## src/hdl/atbs_pkg.sv

```systemverilog
// Package for the modem bring-up sequencer: item types, status and phase codes,
// and the command table (timeouts and retry budgets).
// No dependencies; every other file of the block imports it.
`timescale 1ns / 1ps
`default_nettype none

package atbs_pkg;

    // default configuration
    localparam int unsigned NUM_COMMANDS_DEF = 8;
    localparam int unsigned TIMER_BITS_DEF   = 14;

    // phase codes as reported on phase_now
    localparam logic [1:0] PHASE_SEND = 2'd0;
    localparam logic [1:0] PHASE_WAIT = 2'd1;
    localparam logic [1:0] PHASE_IDLE = 2'd2;

    // command outcome codes
    typedef enum logic [1:0] {
        ST_NONE    = 2'd0,
        ST_OK      = 2'd1,
        ST_ERR     = 2'd2,
        ST_TIMEOUT = 2'd3
    } t_status;

    // command table indexes
    localparam logic [3:0] CMD_REBOOT = 4'd0;
    localparam logic [3:0] CMD_SERIAL = 4'd1;
    localparam logic [3:0] CMD_SIGNAL = 4'd2;
    localparam logic [3:0] CMD_ADDR   = 4'd3;
    localparam logic [3:0] CMD_SOCKET = 4'd4;

    // per-command timeouts in ticks
    localparam logic [13:0] TO_REBOOT  = 14'd10000;
    localparam logic [13:0] TO_SIGNAL  = 14'd3000;
    localparam logic [13:0] TO_DEFAULT = 14'd2000;

    // per-command retry budgets
    localparam logic [4:0] RETRY_REBOOT = 5'd3;
    localparam logic [4:0] RETRY_SERIAL = 5'd3;
    localparam logic [4:0] RETRY_SIGNAL = 5'd20;
    localparam logic [4:0] RETRY_ADDR   = 5'd10;
    localparam logic [4:0] RETRY_SOCKET = 5'd1;
    localparam logic [4:0] RETRY_NONE   = 5'd0;
    localparam logic [4:0] RETRY_MAX    = 5'd20;

    // response rule limits
    localparam logic [7:0] RSSI_MAX  = 8'd31;
    localparam logic [7:0] RSSI_ERR  = 8'd99;
    localparam logic [7:0] OCTET_MAX = 8'd254;

    typedef struct packed {
        logic       cmd;
        logic       marker_found;
        logic [7:0] signal_rssi;
        logic [7:0] bit_error_rate;
        logic [7:0] addr_octet_a;
        logic [7:0] addr_octet_b;
        logic [7:0] addr_octet_c;
        logic [7:0] addr_octet_d;
    } t_in_item;

    typedef struct packed {
        logic       send_valid;
        logic [2:0] send_index;
        logic [4:0] retries_remaining;
        logic [1:0] phase_now;
        logic [1:0] command_status;
        logic       sequence_done;
    } t_out_item;

    // which response rule applies to the current command
    typedef struct packed {
        logic is_signal;
        logic is_address;
    } t_rule_sel;

    function automatic logic [13:0] table_timeout(input logic [3:0] idx);
        logic [13:0] t;
        t = TO_DEFAULT;
        if (idx == CMD_REBOOT) begin
            t = TO_REBOOT;
        end else if (idx == CMD_SIGNAL) begin
            t = TO_SIGNAL;
        end
        return t;
    endfunction

    function automatic logic [4:0] table_retries(input logic [3:0] idx);
        logic [4:0] r;
        case (idx)
            CMD_REBOOT: r = RETRY_REBOOT;
            CMD_SERIAL: r = RETRY_SERIAL;
            CMD_SIGNAL: r = RETRY_SIGNAL;
            CMD_ADDR:   r = RETRY_ADDR;
            CMD_SOCKET: r = RETRY_SOCKET;
            default:    r = RETRY_NONE;
        endcase
        return r;
    endfunction

endpackage

`default_nettype wire

```

## src/hdl/atbs_if.sv

```systemverilog
// Valid/ready channel interfaces for the sequencer's input and result items.
// Depends on atbs_pkg for the payload types.
`timescale 1ns / 1ps
`default_nettype none

interface atbs_item_if import atbs_pkg::*; ();
    logic     valid;
    logic     ready;
    t_in_item item;

    modport source (output valid, output item, input ready);
    modport sink   (input valid, input item, output ready);
endinterface

interface atbs_result_if import atbs_pkg::*; ();
    logic      valid;
    logic      ready;
    t_out_item item;

    modport source (output valid, output item, input ready);
    modport sink   (input valid, input item, output ready);
endinterface

`default_nettype wire

```

## src/hdl/at_command_bringup_sequencer_core.sv

```systemverilog
// Modem bring-up sequencer: top level with input register, result register and
// the sequencer state. Depends on atbs_pkg, atbs_if and atbs_ctrl.
//
// Usage
// - i_item carries one item per handshake: a time tick (cmd = 0) or a
//   classified modem response (cmd = 1) with marker bit, signal values and
//   four address octets.
// - o_result gives exactly one result item per input item, in order: the
//   command issued (if any), the command index, the retry budget, the phase,
//   the outcome of the command that was current and a sequence-done flag.
// - An item is taken into the input register, and its result is registered in
//   the result register once that register is free or being drained.
// - One item per cycle while results are taken; the state update for an item
//   is a table lookup, a compare and a counter step between the two registers.
// - When the receiver stalls, the result register holds its item and the
//   input register takes one more item; ready drops only when both are full.
// - Reset (synchronous, active low) empties both registers and puts the
//   sequencer at the reboot command, send pending, with the reboot budget.
`timescale 1ns / 1ps
`default_nettype none

module at_command_bringup_sequencer_core
    import atbs_pkg::*;
#(
    parameter int unsigned NUM_COMMANDS = NUM_COMMANDS_DEF,
    parameter int unsigned TIMER_BITS   = TIMER_BITS_DEF
) (
    input  logic          i_clk,
    input  logic          i_rst_n,
    atbs_item_if.sink     i_item,
    atbs_result_if.source o_result
);

    logic      r_in_valid;
    t_in_item  r_in_item;
    logic      r_out_valid;
    t_out_item r_out_item;

    logic      w_accept;
    logic      w_step;
    t_out_item w_result;

    // an item moves on when the result register is free or being drained
    assign w_step       = r_in_valid && (!r_out_valid || o_result.ready);
    assign i_item.ready = !r_in_valid || w_step;
    assign w_accept     = i_item.valid && i_item.ready;

    // input register
    always_ff @(posedge i_clk) begin
        if (!i_rst_n) begin
            r_in_valid <= 1'b0;
        end else if (w_accept) begin
            r_in_valid <= 1'b1;
        end else if (w_step) begin
            r_in_valid <= 1'b0;
        end
    end

    always_ff @(posedge i_clk) begin
        if (w_accept) begin
            r_in_item <= i_item.item;
        end
    end

    atbs_ctrl #(
        .NUM_COMMANDS (NUM_COMMANDS),
        .TIMER_BITS   (TIMER_BITS)
    ) u_ctrl (
        .i_clk    (i_clk),
        .i_rst_n  (i_rst_n),
        .i_step   (w_step),
        .i_item   (r_in_item),
        .o_result (w_result)
    );

    // result register
    always_ff @(posedge i_clk) begin
        if (!i_rst_n) begin
            r_out_valid <= 1'b0;
        end else if (w_step) begin
            r_out_valid <= 1'b1;
        end else if (o_result.ready) begin
            r_out_valid <= 1'b0;
        end
    end

    always_ff @(posedge i_clk) begin
        if (w_step) begin
            r_out_item <= w_result;
        end
    end

    assign o_result.valid = r_out_valid;
    assign o_result.item  = r_out_item;

endmodule

`default_nettype wire

```

## src/hdl/atbs_judge.sv

```systemverilog
// Response rule check: turns a classified modem response into a command status.
// Depends on atbs_pkg.
`timescale 1ns / 1ps
`default_nettype none

module atbs_judge
    import atbs_pkg::*;
(
    input  t_in_item  i_item_data,
    input  t_rule_sel i_sel,
    input  t_status   i_status,
    output t_status   o_status
);

    logic w_rssi_ok;
    logic w_rssi_err;
    logic w_addr_ok;

    // signal query: rssi 1..31 good, else 99 in either value is an error
    assign w_rssi_ok  = (i_item_data.signal_rssi != 8'd0) &&
                        (i_item_data.signal_rssi <= RSSI_MAX);
    assign w_rssi_err = (i_item_data.signal_rssi == RSSI_ERR) ||
                        (i_item_data.bit_error_rate == RSSI_ERR);

    // address query: first octet 1..253, the rest at most 254
    assign w_addr_ok = (i_item_data.addr_octet_a != 8'd0) &&
                       (i_item_data.addr_octet_a < OCTET_MAX) &&
                       (i_item_data.addr_octet_b <= OCTET_MAX) &&
                       (i_item_data.addr_octet_c <= OCTET_MAX) &&
                       (i_item_data.addr_octet_d <= OCTET_MAX);

    // no marker leaves the status alone
    always_comb begin
        o_status = i_status;
        if (i_item_data.marker_found) begin
            if (i_sel.is_signal) begin
                if (w_rssi_ok) begin
                    o_status = ST_OK;
                end else if (w_rssi_err) begin
                    o_status = ST_ERR;
                end
            end else if (i_sel.is_address) begin
                o_status = w_addr_ok ? ST_OK : ST_ERR;
            end else begin
                o_status = ST_OK;
            end
        end
    end

endmodule

`default_nettype wire

```

## src/hdl/atbs_ctrl.sv

```systemverilog
// Sequencer state (phase, command index, retry budget, timer, status) and the
// next-state logic for one item. Depends on atbs_pkg and atbs_judge.
`timescale 1ns / 1ps
`default_nettype none

module atbs_ctrl
    import atbs_pkg::*;
#(
    parameter int unsigned NUM_COMMANDS = NUM_COMMANDS_DEF,
    parameter int unsigned TIMER_BITS   = TIMER_BITS_DEF
) (
    input  logic      i_clk,
    input  logic      i_rst_n,
    input  logic      i_step,
    input  t_in_item  i_item,
    output t_out_item o_result
);

    localparam int unsigned IDX_W = $clog2(NUM_COMMANDS);
    localparam logic [IDX_W-1:0] IDX_LAST = IDX_W'(NUM_COMMANDS - 1);
    localparam logic [23:0] TMR_MAX = 24'((64'd1 << TIMER_BITS) - 64'd1);

    typedef enum logic [1:0] {
        S_SEND = PHASE_SEND,
        S_WAIT = PHASE_WAIT,
        S_IDLE = PHASE_IDLE
    } t_phase;

    t_phase                r_phase;
    logic [IDX_W-1:0]      r_idx;
    logic [4:0]            r_budget;
    logic                  r_reload;
    logic [TIMER_BITS-1:0] r_timer;
    t_status               r_status;

    t_phase                n_phase;
    logic [IDX_W-1:0]      n_idx;
    logic [4:0]            n_budget;
    logic                  n_reload;
    logic [TIMER_BITS-1:0] n_timer;
    t_status               n_status;

    logic                  w_issue;
    t_status               w_reported;
    t_status               w_judged;
    t_rule_sel             w_sel;
    logic [IDX_W+2:0]      w_cur_ext;
    logic [IDX_W+2:0]      w_next_ext;

    // index zero-extended so table lookups see four bits at any depth
    function automatic logic [3:0] idx4(input logic [IDX_W-1:0] x);
        logic [IDX_W+2:0] e;
        e = {3'b000, x};
        return e[3:0];
    endfunction

    // table timeout saturated to the timer width
    function automatic logic [TIMER_BITS-1:0] timer_load(input logic [3:0] x);
        logic [23:0] raw;
        raw = 24'(table_timeout(x));
        if (raw > TMR_MAX) begin
            raw = TMR_MAX;
        end
        return raw[TIMER_BITS-1:0];
    endfunction

    // rule selection from the current command
    assign w_cur_ext        = {3'b000, r_idx};
    assign w_sel.is_signal  = (w_cur_ext[3:0] == CMD_SIGNAL) &&
                              (w_cur_ext[IDX_W+2:3] == '0);
    assign w_sel.is_address = (w_cur_ext[3:0] == CMD_ADDR) &&
                              (w_cur_ext[IDX_W+2:3] == '0);

    atbs_judge u_judge (
        .i_item_data (i_item),
        .i_sel       (w_sel),
        .i_status    (r_status),
        .o_status    (w_judged)
    );

    // next state for one item
    always_comb begin
        n_phase    = r_phase;
        n_idx      = r_idx;
        n_budget   = r_budget;
        n_reload   = r_reload;
        n_timer    = r_timer;
        n_status   = r_status;
        w_issue    = 1'b0;
        w_reported = r_status;
        unique case (r_phase)
            S_SEND: begin
                w_issue = 1'b1;
            end
            S_WAIT: begin
                if (i_item.cmd) begin
                    n_status   = w_judged;
                    w_reported = w_judged;
                    if (w_judged == ST_OK) begin
                        if (r_idx == IDX_LAST) begin
                            n_phase = S_IDLE;
                        end else begin
                            n_idx    = r_idx + 1'b1;
                            n_reload = 1'b1;
                            w_issue  = 1'b1;
                        end
                    end
                end else if (r_timer <= TIMER_BITS'(1)) begin
                    n_timer    = '0;
                    n_status   = ST_TIMEOUT;
                    w_reported = ST_TIMEOUT;
                    if (r_budget != 5'd0) begin
                        n_budget = r_budget - 1'b1;
                        n_reload = 1'b0;
                        w_issue  = 1'b1;
                    end else begin
                        n_idx    = '0;
                        n_phase  = S_SEND;
                        n_reload = 1'b1;
                    end
                end else begin
                    n_timer = r_timer - 1'b1;
                end
            end
            S_IDLE: begin
                n_phase = S_IDLE;
            end
            default: begin
                n_phase = S_SEND;
            end
        endcase

        // issue the command now selected
        if (w_issue) begin
            if (n_reload) begin
                n_budget = table_retries(idx4(n_idx));
                n_reload = 1'b0;
            end
            n_timer  = timer_load(idx4(n_idx));
            n_status = ST_NONE;
            n_phase  = S_WAIT;
        end
    end

    // result for this item
    assign w_next_ext = {3'b000, n_idx};
    always_comb begin
        o_result.send_valid        = w_issue;
        o_result.send_index        = w_next_ext[2:0];
        o_result.retries_remaining = n_budget;
        o_result.phase_now         = n_phase;
        o_result.command_status    = w_reported;
        o_result.sequence_done     = (n_phase == S_IDLE);
    end

    // state registers
    always_ff @(posedge i_clk) begin
        if (!i_rst_n) begin
            r_phase  <= S_SEND;
            r_idx    <= '0;
            r_budget <= RETRY_REBOOT;
            r_reload <= 1'b1;
            r_timer  <= '0;
            r_status <= ST_NONE;
        end else if (i_step) begin
            r_phase  <= n_phase;
            r_idx    <= n_idx;
            r_budget <= n_budget;
            r_reload <= n_reload;
            r_timer  <= n_timer;
            r_status <= n_status;
        end
    end

endmodule

`default_nettype wire

```

## src/flat_wrapper.sv

```systemverilog
// flat-port wrapper written by rule: the top's interface ports become plain ports
module at_command_bringup_sequencer_core_flat import atbs_pkg::*;
#(
    parameter int unsigned NUM_COMMANDS = NUM_COMMANDS_DEF,
    parameter int unsigned TIMER_BITS   = TIMER_BITS_DEF
)
  (i_clk, i_rst_n, i_item_valid, i_item_item, i_item_ready, o_result_valid, o_result_item, o_result_ready);
  atbs_item_if i_item_i ();
  atbs_result_if o_result_i ();
  input  logic i_clk;
  input  logic i_rst_n;
  input wire logic [$bits(i_item_i.valid)-1:0] i_item_valid;
  input wire logic [$bits(i_item_i.item)-1:0] i_item_item;
  output wire logic [$bits(i_item_i.ready)-1:0] i_item_ready;
  output wire logic [$bits(o_result_i.valid)-1:0] o_result_valid;
  output wire logic [$bits(o_result_i.item)-1:0] o_result_item;
  input wire logic [$bits(o_result_i.ready)-1:0] o_result_ready;
  assign i_item_i.valid = i_item_valid;
  assign i_item_i.item = i_item_item;
  assign i_item_ready = i_item_i.ready;
  assign o_result_valid = o_result_i.valid;
  assign o_result_item = o_result_i.item;
  assign o_result_i.ready = o_result_ready;
  at_command_bringup_sequencer_core #(.NUM_COMMANDS(NUM_COMMANDS), .TIMER_BITS(TIMER_BITS)) u_core (.i_clk(i_clk), .i_rst_n(i_rst_n), .i_item(i_item_i), .o_result(o_result_i));
endmodule
```

## config.mk

```make
export PLATFORM = sky130hd
export DESIGN_NAME = at_command_bringup_sequencer_core_flat
export DESIGN_NICKNAME = d
export VERILOG_FILES = /design/src/hdl/atbs_pkg.sv /design/src/hdl/atbs_if.sv /design/src/hdl/at_command_bringup_sequencer_core.sv /design/src/hdl/atbs_judge.sv /design/src/hdl/atbs_ctrl.sv /design/src/flat_wrapper.sv
export SDC_FILE = /design/constraint.sdc
export NUM_CORES = 1
export LEC_CHECK = 0
export BUFFER_PORTS_ARGS = -buffer_cell sky130_fd_sc_hd__clkbuf_2
export CAP_MARGIN = 20
export CORE_ASPECT_RATIO = 0.75
export CORE_MARGIN = 2
export CORE_UTILIZATION = 45
export DETAILED_ROUTE_END_ITERATION = 7
export HOLD_SLACK_MARGIN = 0.12
export PLACE_DENSITY = 0.71
export SLEW_MARGIN = 40
export SYNTH_ARGS = -nofsm -noshare
export SYNTH_HDL_FRONTEND = slang
export SYNTH_SLANG_ARGS = --single-unit
```

## constraint.sdc

```tcl
create_clock -name i_clk -period 3.4 [get_ports i_clk]
set_input_delay 0.34 -clock i_clk [delete_from_list [all_inputs] [get_ports i_clk]]
set_output_delay 0.34 -clock i_clk [all_outputs]
set_load 0.03 [all_outputs]
```

* Word level (Yosys, flattened, before mapping)
Index checks and enable logic that the tools add are counted.
Word-level totals: flip-flop bits (word level) 93, input bits 54
Operators by class: $add $sub $neg 3, magnitude comparators 6, eq/ne operators 14, multiplexer cells 53, reduce and logical (&&, ||, !) cells 22
Operators by type and width (count):
- two-way mux 14 bit | 5
- two-way mux 2 bit | 16
- two-way mux 5 bit | 6
- less-or-equal comparator 8 bit, second input constant | 3
- case mux 5 bit (4 select lines) | 1
- two-way mux 3 bit | 6
- equality test 8 x 7 -> 1 bit, second input constant | 2
- two-way mux 1 bit | 16
- nonzero test 8 bit | 2
- less-or-equal comparator 14 x 1 -> 1 bit, second input constant | 1
- subtractor 14 x 1 -> 14 bit, second input constant | 1
- equality test 3 x 2 -> 1 bit, second input constant | 4
- two-way mux 12 bit | 1
- less-or-equal comparator 8 x 5 -> 1 bit, second input constant | 1
- < comparator 8 bit, second input constant | 1
- logical AND 1 bit | 7
- equality test 3 bit, second input constant | 2
- case mux 2 bit (3 select lines) | 1
- nonzero test 2 bit | 3
- nonzero test 5 bit | 1
- subtractor 5 x 1 -> 5 bit, second input constant | 1
- equality test 2 x 1 -> 1 bit, second input constant | 2
- equality test 2 bit, second input constant | 2
- adder 3 x 1 -> 3 bit, second input constant | 1
- other kinds (9) | 12

* Depth between registers and ports, before layout
Gate-level depths: netlist of run 1.
word-level depth 18, mapped depth 14, depth with buffers taken out 13

* By module
Synthesis of run 1 repeated with hierarchy kept, for this count alone.
Unflattened totals: cell total of the unflattened synthesis 387, area, all modules 4255.3 µm²
By module, submodules not included:
- at_command_bringup_sequencer_core | times used 1, cells each 73, area an instance 2025.7 µm², sequential area each 1961.9 µm²
- atbs_ctrl | times used 1, cells each 282, area an instance 2009.4 µm², sequential area each 540.5 µm²
- atbs_judge | times used 1, cells each 32, area an instance 220.2 µm², sequential area each 0.0 µm²

* Least setup slack after synthesis of run 1
No wires, ideal clock.
kind register to register, start point register u_core.u_ctrl.r_timer[0], end point register u_core.u_ctrl.r_timer[7], library setup time 0.115 ns, arrival 2.455 ns, setup slack 0.830 ns, cell stages (with the launch flop) 15, period minus slack after synthesis 2.570 ns, cells stage by stage dfxtp_1 -> inv_1 -> ha_1 -> nor2_1 -> or4_1 -> and3b_1 -> buf_4 -> a21oi_1 -> nand2b_4 -> a21oi_1 -> mux2i_1 -> buf_4 -> nor3_1 -> o32ai_1 -> o21a_1
Between the ends: cells in the longest elaborated chain, start to end 7
RTL lines:
- start, declared | RTL line atbs_ctrl.sv:33 | logic [TIMER_BITS-1:0] r_timer;
- start signal, assigned | RTL line atbs_ctrl.sv:170 | r_timer <= n_timer;
- less-or-equal comparator 14 x 1 -> 1 bit | RTL line atbs_ctrl.sv:108 | end else if (r_timer <= TIMER_BITS'(1)) begin
- two-way mux 3 bit | RTL line atbs_ctrl.sv:108
- two-way mux 3 bit | RTL line atbs_ctrl.sv:96 | if (i_item.cmd) begin
- two-way mux 3 bit | RTL line atbs_ctrl.sv:91 | unique case (r_phase)
- net u_core.u_ctrl.n_idx[1] | RTL line atbs_ctrl.sv:37 | logic [IDX_W-1:0] n_idx;
- zero test 3 bit | RTL line atbs_pkg.sv:81 | if (idx == CMD_REBOOT) begin
- two-way mux 14 bit | RTL line atbs_pkg.sv:81
- two-way mux 14 bit | RTL line atbs_ctrl.sv:134 | if (w_issue) begin
The timed path passes the listed nets, and every way through them passes these cells. The select of a mux whose other input is x is not followed. A chain may end at the register's enable or synchronous reset.

* Worst setup path in the final report of run 1
start point register u_core.u_ctrl.r_timer[1], end point register u_core.u_ctrl.r_timer[7]
Between the ends: cells in the longest elaborated chain, start to end 7
RTL lines (RTL line):
- less-or-equal comparator 14 x 1 -> 1 bit | atbs_ctrl.sv:108
- two-way mux 3 bit | atbs_ctrl.sv:108
- two-way mux 3 bit | atbs_ctrl.sv:96
- two-way mux 3 bit | atbs_ctrl.sv:91
- zero test 3 bit | atbs_pkg.sv:81
- two-way mux 14 bit | atbs_pkg.sv:81
- two-way mux 14 bit | atbs_ctrl.sv:134
Parallel ways exist; a longest one is shown, timed or not. The select of a mux whose other input is x is not followed.

==> results.json, run 1 <==
{
  "route.antenna.remaining_nets": 0,
  "viasPerCell": 5.58,
  "yosysSeqAreaShare_pct": 60.1,
  "cp.required_ns": 3.63,
  "seqPwrFrac_pct": 50.7,
  "globalplace.congestion": 0.833,
  "first_global_vias": 2936,
  "worst_slew_margin_pct": 50.3,
  "htree_num_levels": 3,
  "post_cts_hold_buffer_count": 0,
  "fraction_of_layout_instances_using_a_drive_strength_above_1_pct": 25.0,
  "fin_crit_period_ns": 3.06,
  "synthesis.nets": 423,
  "syn2layout_area_growth_pct": 18.1,
  "fin_worst_skew_ns": 0.00546,
  "hold_path_class": "in -> reg",
  "core_region_area_um2": 9010,
  "remaining_drc_errors": 0,
  "cts_sinks": 93,
  "grt_antenna_before_repair": 0,
  "placement_rows": 30,
  "wl_per_cell_um": 16.0,
  "routed-via-count": 3078,
  "ff2ff_setup_slack_ns": 0.34,
  "yosys_warnings": 0,
  "p_switching_mw": 0.615,
  "globalRouteTotalUtil_pct": 18.7,
  "report.final.setup_viol": 0,
  "overflow": 0,
  "detail_route.wirelength_um": 8810,
  "detailed_router_s_first_iteration_violation_count": 248,
  "grt_setup_unrepaired": "no",
  "tritoncts_clock_tree": "done",
  "number_of_post_cts_setup_repair_buffers": 0,
  "yosys_register_bits": 93,
  "detailedPlacementHpwl_um": 6190,
  "worst_setup_path_end_kind": "register",
  "clock_power_share_pct": 38.2,
  "clock_tree.buffer_depth": 2,
  "startpoint_type": "register",
  "ios": 70,
  "floorplan.initialDensity_pct": 46.2,
  "grt_start_max_net_pins": 51,
  "tightest_slew_ns": 0.731,
  "r2r.worst_path.cells": 12,
  "share_comb_of_total_power_pct": 11.1,
  "syn_inst_count": 364,
  "die_w_um": 115,
  "power.leakage_nw": 1.88,
  "synth_cell_types": 69,
  "port-buffer-count": 69,
  "slew_violations": 0,
  "floorplan.die.height_um": 87.3,
  "worstHoldStart": "i_item_item[21]",
  "insertedDiodeCount": 0,
  "ir_worst_vdd_mv": 0.269,
  "clock_insertion_delay_at_the_later_pin_of_the_skew_report_ns": 0.34,
  "synth_edf_count": 64,
  "max_freq_mhz": 327,
  "final.period_utilization_pct": 89.9,
  "crit_path_max_fanout": 12,
  "worst_path_arrival_ns": 3.29,
  "drt-pass1-iter-count": 4,
  "netlist_top_cells_area": "sky130_fd_sc_hd__edfxtp_1, sky130_fd_sc_hd__dfxtp_1, sky130_fd_sc_hd__a21oi_1, sky130_fd_sc_hd__nand2_1, sky130_fd_sc_hd__nor2_1",
  "cts_buffer_count": 9,
  "cts-resized-gates": 0,
  "max_cap_viols": 0,
  "place_ws_ns": 0.417,
  "mean_post_synth_cell_area_um2": 11.4,
  "cts_root_buffer": "sky130_fd_sc_hd__clkbuf_16",
  "reg2reg_from": "u_core.u_ctrl.r_timer[1]",
  "async_flop_share_pct": 0,
  "grt_pass1_wl_um": 14400,
  "synth_flop_cell": "sky130_fd_sc_hd__edfxtp_1",
  "timing_hold_violations_final": 0,
  "status": "finished, final reports clean",
  "hold-path-cell-count": 1,
  "regToRegEndpoint": "u_core.u_ctrl.r_timer[7]",
  "clk_transition_reported_paths_ns": 0.06,
  "criticalPathCategory": "reg -> reg",
  "switching_share_pct": 23.7,
  "fin_tns_setup_ns": 0,
  "netlist_area_um2": 4170,
  "post-synth-top-area-fraction_pct": 46.1,
  "final_nets": 494,
  "yosysTopAreaCell": "sky130_fd_sc_hd__edfxtp_1",
  "die-area_um2": 10000,
  "whs_endpoint": "u_core.r_in_item[21]",
  "power_report.internal_total_mw": 1.98,
  "final.setup.worst_slack_ns": 0.342,
  "p_per_area_nw_per_um2": 527
}
[how the worst max path moves through the flow]
stage	start	end	slack, ns	cells after the start
final	u_core.u_ctrl.r_timer[1]	u_core.u_ctrl.r_timer[7]	0.34	12
after CTS	u_core.u_ctrl.r_timer[0]	u_core.u_ctrl.r_timer[7]	0.38	12
after detailed placement	u_core.u_ctrl.r_timer[0]	u_core.u_ctrl.r_timer[7]	0.42	12
after global placement	u_core.u_ctrl.r_timer[0]	u_core.u_ctrl.r_timer[7]	0.29	12
after floorplan	u_core.u_ctrl.r_timer[0]	u_core.u_ctrl.r_timer[7]	0.83	14
after global routing	u_core.r_in_item[43]	u_core.o_result.item[7]	0.09	10
[sequential cells by signal, indices dropped and copies added, names as in the netlist, 2 cells and up]
signal                  flops
u_core.u_ctrl.r_phase       2
u_core.u_ctrl.r_timer      14
u_core.u_ctrl.r_idx         3
u_core.o_result.item       14
u_core.u_ctrl.r_status      2
u_core.r_in_item           50
u_core.u_ctrl.r_budget      5
[stage by stage]
stage | hold slack [ns] | std cells | instance area [um^2] | util (%) | power, mW
detailed placement | 0.458 | 536 | 4620 | 51.3 | 1.62
floorplan | 0.439 | 364 | 4170 | - | 1.54
CTS | 0.160 | 552 | 4920 | 54.6 | 2.62
global placement | 0.455 | 536 | 4620 | 51.3 | 1.61
finish | 0.171 | 552 | 4920 | 54.6 | 2.59
global route | 0.153 | 552 | 4920 | 54.6 | 2.71
[layout make-up]
type	count	area (um^2)
flip-flops and latches	93	2500
clock buffers	13	250
clock inverters	3	46.3
fillers	790	4090
well taps	112	140
inverters	14	53.8
repair buffers	74	383
multi-input cells	243	1540
[layout by cell type, fill, tap and decap left out, types with 3 or more instances in the layout]
| cell type | synthesis | routed |
|---|---|---|
| sky130_fd_sc_hd__clkbuf_2 | 0 | 69 |
| sky130_fd_sc_hd__a31oi_1 | 5 | 5 |
| sky130_fd_sc_hd__o21a_1 | 5 | 5 |
| sky130_fd_sc_hd__nand4_1 | 9 | 9 |
| sky130_fd_sc_hd__o22ai_1 | 3 | 3 |
| sky130_fd_sc_hd__nor2_1 | 30 | 30 |
| sky130_fd_sc_hd__a21o_1 | 3 | 3 |
| sky130_fd_sc_hd__a21boi_0 | 3 | 3 |
| sky130_fd_sc_hd__and2_1 | 9 | 8 |
| sky130_fd_sc_hd__a21oi_1 | 27 | 27 |
| sky130_fd_sc_hd__edfxtp_1 | 64 | 64 |
| sky130_fd_sc_hd__or3_1 | 4 | 4 |
| sky130_fd_sc_hd__nand2b_1 | 3 | 3 |
| sky130_fd_sc_hd__nand2_1 | 32 | 32 |
| sky130_fd_sc_hd__and3_1 | 5 | 5 |
| sky130_fd_sc_hd__clkbuf_1 | 8 | 3 |
| sky130_fd_sc_hd__ha_1 | 5 | 5 |
| sky130_fd_sc_hd__nand3_1 | 6 | 6 |
| sky130_fd_sc_hd__inv_1 | 12 | 12 |
| sky130_fd_sc_hd__buf_4 | 2 | 5 |
| sky130_fd_sc_hd__nor4_1 | 7 | 7 |
| sky130_fd_sc_hd__dfxtp_1 | 29 | 29 |
| sky130_fd_sc_hd__nor3_1 | 11 | 11 |
| sky130_fd_sc_hd__clkbuf_16 | 0 | 9 |
| sky130_fd_sc_hd__nor2b_1 | 4 | 4 |
| sky130_fd_sc_hd__o21ai_0 | 16 | 16 |
| sky130_fd_sc_hd__nor3b_1 | 3 | 3 |
[routing by layer]
| layer | vias to the layer above | wire length, um | GRT usage [%] |
|---|---|---|---|
| li1 | 1511 | - | - |
| met1 | 1469 | 4230 | 25.6 |
| met2 | 91 | 3950 | 28.3 |
| met3 | 7 | 541 | 6.61 |
| met4 | 0 | 89 | 5.15 |
| met5 | - | 0 | 0 |
[cell usage after synthesis, types with 4 or more instances]
cell type                  instances
sky130_fd_sc_hd__nand3_1           6
sky130_fd_sc_hd__a31oi_1           5
sky130_fd_sc_hd__and2_1            9
sky130_fd_sc_hd__dfxtp_1          29
sky130_fd_sc_hd__o21a_1            5
sky130_fd_sc_hd__nor2_1           30
sky130_fd_sc_hd__inv_1            12
sky130_fd_sc_hd__a21oi_1          27
sky130_fd_sc_hd__clkbuf_1          8
sky130_fd_sc_hd__ha_1              5
sky130_fd_sc_hd__nand4_1           9
sky130_fd_sc_hd__nor3_1           11
sky130_fd_sc_hd__nor2b_1           4
sky130_fd_sc_hd__nor4_1            7
sky130_fd_sc_hd__nand2_1          32
sky130_fd_sc_hd__o21ai_0          16
sky130_fd_sc_hd__edfxtp_1         64
sky130_fd_sc_hd__and3_1            5
sky130_fd_sc_hd__or3_1             4
[power groups by stage]
| stage | clock network [mW] | logic [mW] | registers, mW |
|---|---|---|---|
| floorplan | 0 | 0.192 | 1.34 |
| global placement | 0 | 0.278 | 1.34 |
| detailed placement | 0 | 0.285 | 1.34 |
| CTS | 1.01 | 0.287 | 1.31 |
| global route | 1.07 | 0.318 | 1.32 |
| finish | 0.991 | 0.288 | 1.31 |
[worst max-delay path: stages (launching register included)]
cell,delay (ns)
sky130_fd_sc_hd__dfxtp_1,0.32
sky130_fd_sc_hd__inv_1,0.11
sky130_fd_sc_hd__ha_1,0.22
sky130_fd_sc_hd__nor2_1,0.08
sky130_fd_sc_hd__or4_1,0.43
sky130_fd_sc_hd__and3b_1,0.43
sky130_fd_sc_hd__a21oi_1,0.12
sky130_fd_sc_hd__nand2b_4,0.16
sky130_fd_sc_hd__a21oi_1,0.18
sky130_fd_sc_hd__mux2i_2,0.24
sky130_fd_sc_hd__nor3_1,0.33
sky130_fd_sc_hd__o32ai_1,0.13
sky130_fd_sc_hd__o21a_1,0.21
[cell families after synthesis]
group | synth area share (%)
DFF | 60.1
buffers and inverters | 3.00
AOI/OAI and AO/OA | 15.4
muxes | 1.59
adders and majority gates | 1.50
xor gates and xnor gates | 0.421
and+or+nand+nor | 18.1
(Power assumes the default switching activity.)
==> run 2, diff against run 1 <==
--- a/config.mk
+++ b/config.mk
@@ -5,14 +5,14 @@
 export SDC_FILE = /design/constraint.sdc
 export NUM_CORES = 1
 export LEC_CHECK = 0
-export BUFFER_PORTS_ARGS = -buffer_cell sky130_fd_sc_hd__clkbuf_2
 export CAP_MARGIN = 20
 export CORE_ASPECT_RATIO = 0.75
 export CORE_MARGIN = 2
 export CORE_UTILIZATION = 45
 export DETAILED_ROUTE_END_ITERATION = 7
+export DONT_BUFFER_PORTS = 1
 export HOLD_SLACK_MARGIN = 0.12
-export PLACE_DENSITY = 0.71
+export PLACE_DENSITY = 0.65
 export SLEW_MARGIN = 40
 export SYNTH_ARGS = -nofsm -noshare
 export SYNTH_HDL_FRONTEND = slang
==> run 2 against run 1 <==
  * Register-to-register slack improved by 0.13 ns
  * Core utilization increased by 2.0 points
  * Largest cell class unchanged
  * Sequential share of layout area decreased by 1.8 points
  * Combinational power decreased by 2%
  * Critical path depth decreased by 1
==> results.json, run 2 (synthesized netlist as in run 1, its figures left out) <==
{
  "drt-pass1-iter-count": 5,
  "tritoncts_clock_tree": "done",
  "cts_buffer_count": 9,
  "fin_crit_period_ns": 2.93,
  "crit_chain": "nor3_1, a2111oi_2, o31a_1, a21oi_1, o22ai_1, and2_1, a32oi_2, inv_2, nor2_2, and3_1, o31a_1",
  "globalplace.congestion": 0.866,
  "worst_path_arrival_ns": 3.21,
  "fillCellCount": 769,
  "regToRegEndpoint": "u_core.u_ctrl.r_timer[5]",
  "viasPerCell": 5.59,
  "worstHoldStart": "i_rst_n",
  "grt_pass1_wl_um": 14700,
  "ios": 70,
  "post_layout_nonfiller_instances": 538,
  "die-area_um2": 10000,
  "die_w_um": 115,
  "max_cap_viols": 0,
  "worst_slew_margin_pct": 52.6,
  "syn2layout_area_growth_pct": 22.3,
  "startpoint": "u_core.r_in_item[43]",
  "routed-via-count": 3008,
  "dr.max_layer_used": "met4",
  "hold_path_class": "in -> reg",
  "startpoint_type": "register",
  "overflow": 0,
  "finalInstanceArea_um2": 5100,
  "seqCellArea_um2": 2500,
  "worst_setup_path_end_kind": "register",
  "largest_register": "u_core.r_in_item",
  "port-buffer-count": 0,
  "final.period_utilization_pct": 86.0,
  "placement.cell_area_um2": 4300,
  "grt_setup_unrepaired": "no",
  "globalRouteTotalUtil_pct": 19.2,
  "cp_slowest_cell": "sky130_fd_sc_hd__nor3_1",
  "clk_transition_reported_paths_ns": 0.06,
  "slew_violations": 0,
  "mostFrequentLayoutCells": "sky130_fd_sc_hd__edfxtp_1, sky130_fd_sc_hd__dlygate4sd3_1, sky130_fd_sc_hd__nand2_1",
  "crit_path_max_fanout": 7,
  "status": "finished, final reports clean",
  "clock_tree.buffer_depth": 2,
  "power_mw": 2.55,
  "timing_hold_violations_final": 0,
  "wl_per_cell_um": 17.1,
  "report.final.setup_viol": 0,
  "fin_tns_setup_ns": 0,
  "floorplan.die.height_um": 87.3,
  "detailedPlacementHpwl_um": 5780,
  "criticalPathCategory": "reg -> reg",
  "htree_num_levels": 3,
  "critical_path.most_common_cell": "sky130_fd_sc_hd__o31a_1",
  "insertedDiodeCount": 0,
  "final_nets": 480,
  "detailroute.wirelength.met2_um": 4290,
  "core_region_area_um2": 9010,
  "route.layer.met1.wl_um": 4400,
  "ir_worst_vdd_mv": 0.245,
  "tightest_slew_ns": 0.697,
  "hold-path-cell-count": 1,
  "number_of_post_cts_setup_repair_buffers": 0,
  "place_ws_ns": 0.514,
  "clock_insertion_delay_at_the_later_pin_of_the_skew_report_ns": 0.35,
  "power.leakage_nw": 1.82,
  "ff2ff_setup_slack_ns": 0.47,
  "whs_endpoint": "u_core.u_ctrl.r_idx[2]",
  "multi_input_comb_area_um2": 1540,
  "remaining_drc_errors": 0,
  "hold_slack_ns": 0.133,
  "p_per_area_nw_per_um2": 500,
  "placed_cells": 470,
  "met3WireLength_um": 417,
  "route.antenna.remaining_nets": 0,
  "fraction_of_layout_instances_using_a_drive_strength_above_1_pct": 10.6,
  "first_global_vias": 2907,
  "finalCoreUtilization_pct": 56.6,
  "r2r.worst_path.cells": 11,
  "fin_worst_skew_ns": 0.00859,
  "cp.required_ns": 3.69,
  "placement_rows": 30,
  "detail_route.wirelength_um": 9220,
  "critPathMaxStageDelay_ns": 0.39,
  "largest_register_ff_count": 50,
  "detailed_router_s_first_iteration_violation_count": 268,
  "cts_sinks": 93,
  "max_freq_mhz": 342,
  "grt_start_max_net_pins": 26,
  "reg2reg_from": "u_core.r_in_item[43]",
  "grt_antenna_before_repair": 0,
  "layout.cells.most_common": "sky130_fd_sc_hd__edfxtp_1",
  "floorplan.initialDensity_pct": 46.2,
  "cts_root_buffer": "sky130_fd_sc_hd__clkbuf_16",
  "final.setup.worst_slack_ns": 0.474
}
## run 2: power breakdown
group	total [mW]	internal (mW)	switching [mW]	leakage (nW)
clock	0.933	0.513	0.421	0.134
sequential	1.33	1.28	0.0556	0.853
combinational	0.283	0.126	0.157	0.829
## run 2: worst max-delay path: cells and delay by family, from the launching register on
| family | cells | cell delay (ns) |
|---|---|---|
| AND/OR/NAND/NOR | 4 | 1.15 |
| buffers and inverters | 1 | 0.13 |
| AO/OA/AOI/OAI | 6 | 1.23 |
| flip-flops | 1 | 0.36 |
## run 2: layout make-up
cell class | count | area share (%)
clock buffer | 10 | 4.69
tap | 112 | 2.75
clock inverter | 6 | 0.737
timing repair buffer | 60 | 11.4
multi-input combinational | 243 | 30.3
sequential | 93 | 49.1
inverter | 14 | 1.06
## run 2: per-layer routing
metal | vias up | GRT usage, %
li1 | 1481 | -
met1 | 1440 | 25.6
met2 | 71 | 31.0
met3 | 16 | 4.73
met4 | 0 | 6.24
met5 | - | 0
## run 2: worst max-delay path by stage
| stage | end | slack, ns | cells after the start |
|---|---|---|---|
| 6_report | u_core.u_ctrl.r_timer[5] | 0.47 | 11 |
| 4_1_cts | u_core.u_ctrl.r_timer[5] | 0.50 | 11 |
| 5_1_grt | u_core.u_ctrl.r_timer[11] | 0.26 | 11 |
| 3_5_place_dp | u_core.u_ctrl.r_timer[10] | 0.51 | 11 |
| 2_1_floorplan | u_core.u_ctrl.r_timer[7] | 0.83 | 14 |
| 3_3_place_gp | u_core.u_ctrl.r_budget[3] | 0.41 | 10 |
## run 2: timing repair
action,CTS,global route
gates resized for setup,0,0
endpoints found under the hold margin,57,0
hold buffers,52,0
==> run 3, diff against run 2 <==
--- a/config.mk
+++ b/config.mk
@@ -6,13 +6,14 @@
 export NUM_CORES = 1
 export LEC_CHECK = 0
 export CAP_MARGIN = 20
-export CORE_ASPECT_RATIO = 0.75
+export CORE_ASPECT_RATIO = 1.1
 export CORE_MARGIN = 2
-export CORE_UTILIZATION = 45
+export CORE_UTILIZATION = 35
 export DETAILED_ROUTE_END_ITERATION = 7
 export DONT_BUFFER_PORTS = 1
 export HOLD_SLACK_MARGIN = 0.12
-export PLACE_DENSITY = 0.65
+export PLACE_DENSITY = 0.54
+export REMOVE_ABC_BUFFERS = 1
 export SLEW_MARGIN = 40
 export SYNTH_ARGS = -nofsm -noshare
 export SYNTH_HDL_FRONTEND = slang
==> run 3 against run 2 <==
  * Worst hold slack improved by 0.0085 ns
  * Clock skew fell by 0.0039 ns
  * Cell count rose by 6.3%
  * Total power rose by 3.0%
  * Sequential power barely moved
  * Core utilization fell by 12 points
  * Clock-buffer cell count did not move
  * Routed wire length fell by 1.1%
  * Clock power rose by 8%
  * Via count fell by 1.0%
  * Largest cell class unchanged
==> results.json, run 3 (synthesized netlist as in run 1, its figures left out) <==
{
  "hold-path-cell-count": 2,
  "detailed_router_s_first_iteration_violation_count": 140,
  "criticalPathCategory": "reg -> reg",
  "syn2layout_area_growth_pct": 23.6,
  "seqCellArea_um2": 2500,
  "globalRouteTotalUtil_pct": 15.5,
  "floorplan.initialDensity_pct": 36.1,
  "ir_worst_vdd_mv": 0.321,
  "fin_crit_period_ns": 3.00,
  "wl_per_cell_um": 15.9,
  "regToRegEndpoint": "u_core.o_result.item[7]",
  "clock_insertion_delay_at_the_later_pin_of_the_skew_report_ns": 0.34,
  "fin_worst_skew_ns": 0.00469,
  "placed_cells": 505,
  "route.antenna.remaining_nets": 0,
  "grt_setup_unrepaired": "no",
  "critical_path_depth": 10,
  "worst_setup_path_end_kind": "register",
  "port-buffer-count": 0,
  "max_freq_mhz": 333,
  "overflow": 0,
  "crit_path_max_fanout": 12,
  "fin_tns_setup_ns": 0,
  "routed-via-count": 2978,
  "first_global_vias": 3036,
  "htree_num_levels": 3,
  "tritoncts_clock_tree": "done",
  "critPathMaxStageDelay_ns": 0.63,
  "r2r.worst_path.cells": 10,
  "grt_antenna_before_repair": 0,
  "grt_start_max_net_pins": 51,
  "largest_register_ff_count": 50,
  "timing_hold_violations_final": 0,
  "cp_slowest_cell": "sky130_fd_sc_hd__a31oi_2",
  "die_w_um": 108,
  "report.final.setup_viol": 0,
  "worst_slew_margin_pct": 54.4,
  "clk_transition_reported_paths_ns": 0.07,
  "grt_pass1_wl_um": 15200,
  "tightest_slew_ns": 0.682,
  "floorplan.die.height_um": 118,
  "startpoint_type": "register",
  "worstHoldStart": "i_rst_n",
  "clock_tree.buffer_depth": 2,
  "number_of_post_cts_setup_repair_buffers": 0,
  "globalplace.congestion": 0.868,
  "p_per_area_nw_per_um2": 510,
  "cts_sinks": 93,
  "ios": 70,
  "fraction_of_layout_instances_using_a_drive_strength_above_1_pct": 10.4,
  "finalCoreUtilization_pct": 44.6,
  "critical_path.top_delay_family": "compound AO/OA/AOI/OAI gates",
  "crit_chain": "nor3_1, a2111oi_2, o31a_1, a21oi_1, o22ai_1, a31oi_2, clkinv_2, nand2_2, nand2_1, and2_1",
  "detail_route.wirelength_um": 9120,
  "ff2ff_setup_slack_ns": 0.40,
  "insertedDiodeCount": 0,
  "final.period_utilization_pct": 88.2,
  "whs_endpoint": "u_core.u_ctrl.r_timer[3]",
  "max_cap_viols": 0,
  "layout.cells.most_common": "sky130_fd_sc_hd__edfxtp_1",
  "slew_violations": 0,
  "final_nets": 476,
  "worst_path_arrival_ns": 3.11,
  "die-area_um2": 12800,
  "viasPerCell": 5.21,
  "cp.required_ns": 3.51,
  "largest_register": "u_core.r_in_item",
  "drt-pass1-iter-count": 7,
  "core_region_area_um2": 11500,
  "detailedPlacementHpwl_um": 5810,
  "fillCellCount": 1064,
  "power.leakage_nw": 1.81,
  "reg2reg_from": "u_core.r_in_item[43]",
  "placement_rows": 41,
  "status": "finished, final reports clean",
  "mostFrequentLayoutCells": "sky130_fd_sc_hd__edfxtp_1, sky130_fd_sc_hd__dlygate4sd3_1, sky130_fd_sc_hd__nand2_1",
  "multi_input_comb_area_um2": 1540,
  "hold_path_class": "in -> reg",
  "hold_slack_ns": 0.141,
  "remaining_drc_errors": 0,
  "critPathBufInv": 1,
  "cts_buffer_count": 9,
  "cts_root_buffer": "sky130_fd_sc_hd__clkbuf_16",
  "post_layout_nonfiller_instances": 572
}
[run 3: stage by stage]
step                      power [mW]  setup WS, ns  cell area (um^2)
after floorplan                 1.52         0.710              4090
after global placement          1.58         0.250              4330
after detailed placement        1.59         0.390              4340
after CTS                       2.65         0.390              5150
after global routing            2.74         0.128              5150
final                           2.62         0.400              5150
[run 3: worst max path at each step]
stage | slack (ns) | startpoint | end
finish | 0.40 | u_core.r_in_item[43] | u_core.o_result.item[7]
global route | 0.13 | u_core.r_in_item[43] | u_core.o_result.item[7]
CTS | 0.39 | u_core.r_in_item[43] | u_core.o_result.item[7]
detailed placement | 0.39 | u_core.r_in_item[43] | u_core.o_result.item[7]
global placement | 0.25 | u_core.r_in_item[43] | u_core.u_ctrl.r_timer[7]
floorplan | 0.71 | u_core.u_ctrl.r_budget[0] | u_core.o_result.item[7]
[run 3: metal layers]
metal,wire (um),vias up,share of wire [%],track usage [%]
met5,0,-,0,0
met3,496,11,5.4,4.85
li1,-,1477,-,-
met2,4560,82,50,25.8
met4,111,0,1.2,5.05
met1,3950,1408,43,19.0
[run 3: area by class of cell]
class,instances,share of cell area (%)
Inverter,14,1.05
Multi-Input combinational cell,243,30.0
Tap cell,150,3.65
Clock buffer,10,4.45
Sequential cell,93,48.6
Clock inverter,6,1.36
Timing Repair Buffer,56,10.9
[run 3: what timing repair did]
item	CTS	global route
hold buffers	51	0
gates resized for setup	0	0
endpoints found under the hold margin	62	0
endpoints found under the setup margin	0	0
[run 3: where the power goes]
group / switching (mW) / internal [mW] / total, mW
clock network: 0.432 / 0.577 / 1.01
registers: 0.0546 / 1.28 / 1.33
logic: 0.158 / 0.126 / 0.284
[run 3: worst reg2reg max path, delay by kind of cell, from the launching register on]
family / cells / cell delay [ns]
AOI/OAI and AO/OA: 5 / 1.30
buffers and inverters: 1 / 0.23
and+or+nand+nor: 4 / 0.88
DFF: 1 / 0.36
